### src/rtl/bmd_ram.sv
// ----------------------------------------------------------------------------
// bmd_ram
// Generic single-port synchronous RAM with registered read data.
// ----------------------------------------------------------------------------
module bmd_ram #(
    parameter int WIDTH = 8,
    parameter int DEPTH = 256
) (
    input  logic                     clk,
    input  logic                     we,
    input  logic [$clog2(DEPTH)-1:0] addr,
    input  logic [WIDTH-1:0]         wdata,
    output logic [WIDTH-1:0]         rdata
);

    logic [WIDTH-1:0] mem [DEPTH];

    always_ff @(posedge clk)
    begin
        if (we)
        begin
            mem[addr] <= wdata;
        end
        rdata <= mem[addr];
    end

endmodule

### config.mk
export PLATFORM = sky130hd
export DESIGN_NAME = bmd_ram
export DESIGN_NICKNAME = d
export VERILOG_FILES = /design/src/rtl/bmd_ram.sv
export SDC_FILE = /design/constraint.sdc
export NUM_CORES = 2
export LEC_CHECK = 0
export BUFFER_PORTS_ARGS = -buffer_cell sky130_fd_sc_hd__buf_2
export CORE_MARGIN = 8
export CORE_UTILIZATION = 40
export CTS_CLUSTER_DIAMETER = 40
export CTS_CLUSTER_SIZE = 16
export DETAILED_ROUTE_END_ITERATION = 10
export GPL_ROUTABILITY_DRIVEN = 0
export PLACE_DENSITY = 0.62
export SLEW_MARGIN = 30
export SYNTH_ARGS = -nofsm -noshare
export SYNTH_HDL_FRONTEND = slang
export SYNTH_SLANG_ARGS = --single-unit
### constraint.sdc
create_clock -name clk -period 3.2 [get_ports clk]
set_input_delay 0.64 -clock clk [delete_from_list [all_inputs] [get_ports clk]]
set_output_delay 0.64 -clock clk [all_outputs]
set_load 0.02 [all_outputs]
==> metrics <==
syn_area_per_cell 22.1 um2; clk buf depth 3; Slew Viols, Final 0; via count 39,100; final std cells w/o fill 6,958; Core ar. between 150,000 and 200,000 um2; RSZ-0062 raised after global routing no; worst endpoint required time just under 4 ns; setup TNS 0 ns; CTS clk-pin slew, worst paths 0.07 ns; first-pass GRT wire length about 280,000 um; Final Net Count about 4,100; clk_lat worst skew 0.86 ns; CTS tree built; Final Hold Viols 0; final clock skew between 0.05 and 0.06 ns; CTS root buf clkbuf_16; remaining antenna violation count after routing 0; Worst Max-Slew Pin Slew ~0.95 ns; Post-Syn Area 78,500 um2; Synthesized Nets between 3,000 and 4,000; Hold WS approximately 0.24 ns; FP Rows approximately 160; dpl cells 6,524; Synth Instances 3,547; maxcap violations 0; number of port buffers 25; Max Clk Rate about 350 MHz; Post-CTS Setup Bufs 0; Layout Utilization 0.483; Crit path arrival time between 3 and 4 ns; Worst VDD drop just over 0.6 mV; initial antenna violation count 4; grt ovf 0; first-iteration detailed-routing DRC count 4,352; post-layout min period 2.84 ns; largest net degree at the start of global routing 104; # setup viols final 0; setup ws final 0.357 ns; CTS Sinks 2,056; Setup WS pre-CTS -0.547 ns; commonest non-fill, non-tap cell in the layout edfxtp_1; Worst Hold Class in -> reg; cell chain of the critical path buf_8, buf_12, buf_12, buf_4, mux4_2, a22oi_1, a21oi_1, o41ai_1, buf_4, nand4_1; Leak 29.8 nW; yosys warns 0; sequential element share of the synthesized area 0.786; Pre-antenna DRT Iters 6; critical path capture point type flop; Post-Route WL 197,000 um; Area Overhead vs Synth 19.9%; DRC 0; Post-CTS Hold Buffers 0; Die Height 459 um; CP peak stage delay 0.71 ns; fraction of layout cells with a size suffix above 1 0.348; TritonCTS Buffers ~230; Setup CP Type in -> reg; Post-CTS Resized 0; Slew headroom 0.358; worst-path fanout max 17; Ports 26; mean routed wirelength per cell 28.2 um; die area 211,000 um2; number of H-tree levels 4; Tcrit/Tclk final 0.888; CP startpoint kind input pin; PD cells 631 nW/um2; Overall Global Routing Usage 0.183; leading area contributor after synthesis edfxtp_1; DIE WIDTH 459 um; Filler cells 15,800; HPWL Detailed ~120,000 um; most frequent cells in the layout 2,048 x edfxtp_1, 512 x mux4_2, 481 x buf_4, 256 x a22oi_1, 231 x nor2_1; synth unique cells 22; DR vias/cell 5.61; vias in the first global route approximately 40,000; CP max stage cell o41ai_1; top post-synthesis cells by area edfxtp_1 78%, mux4_2 15%, a22oi_1 2.4%, nor2_1 1.1%, a21oi_1 0.82%; status finished clean; Synth Register Bits 2,056; Synth top area share 0.783; initial core utilization 0.403
power by group:
part | internal (W) | switching (W) | total (W) | leakage (nW)
clock network | 0.0152 | 0.0117 | 0.0269 | 3.84
logic | 0.00108 | 0.00171 | 0.00279 | 7.54
registers | 0.0297 | 0.0000533 | 0.0297 | 18.5
total | 0.0460 | 0.0134 | 0.0594 | 29.8
critical path: cells and delay by family:
kind / cells / cell delay (ns)
buf+inv: 5 / 1.07
simple gates: 1 / 0.10
compound gates: 3 / 1.12
mux: 1 / 0.53
flip-flops by register name, indices dropped and copies added (netlist names):
register	cells
rdata	8
mem	2048
per-stage QoR:
step	total power (W)	instance area, um2
after floorplan	0.0316	78500
after global placement	0.0331	86200
after detailed placement	0.0331	86200
after CTS	0.0599	94100
after global routing	0.0610	94100
final	0.0594	94100
synth_stat cells:
cell / instances
mux4_2: 512
buf_6: 16
or3_1: 1
edfxtp_1: 2048
nand2b_1: 6
a21oi_1: 128
nor2b_1: 7
clkbuf_1: 145
inv_1: 1
nor2_1: 232
nand3_1: 13
or2_2: 2
dfxtp_1: 8
nand2_1: 28
and2_1: 3
nor3_1: 30
buf_1: 19
buf_4: 16
a22oi_1: 256
nand4_1: 8
o41ai_1: 32
buf_2: 36
cell type report:
type,instances,area (um2),share of cell area
inverters,1,3.75,0.0000399
repair buffers,585,5420,0.0576
diodes,5,12.5,0.000133
clock inverters,183,2090,0.0222
multi-input cells,1258,15800,0.168
flip-flops and latches,2056,61700,0.655
well taps,2624,3280,0.0349
clock buffers,246,5820,0.0619
worst paths after layout:
check              start         end  slack, ns  cells after the start
max              addr[0]    rdata[2]       0.36                     10
min             wdata[3]  mem[42][3]       0.24                      1
max reg2reg  mem[179][6]    rdata[6]       0.47                      6
min reg2reg  mem[110][7]    rdata[7]       0.97                      5
metal layers:
layer / vias up / global-route usage / share of wire
li1: 16300 / - / -
met1: 20900 / 0.252 / 0.41
met2: 1529 / 0.297 / 0.49
met3: 304 / 0.0368 / 0.076
met4: 0 / 0.0529 / 0.028
met5: - / 0 / 0
cells by family after synthesis:
group,share of synthesized area
and+or+nand+nor,0.0173
muxes,0.147
AOI/OAI and AO/OA,0.0362
buffers and inverters,0.0140
DFF,0.786
Note: power is estimated with default switching activity, not from simulation.
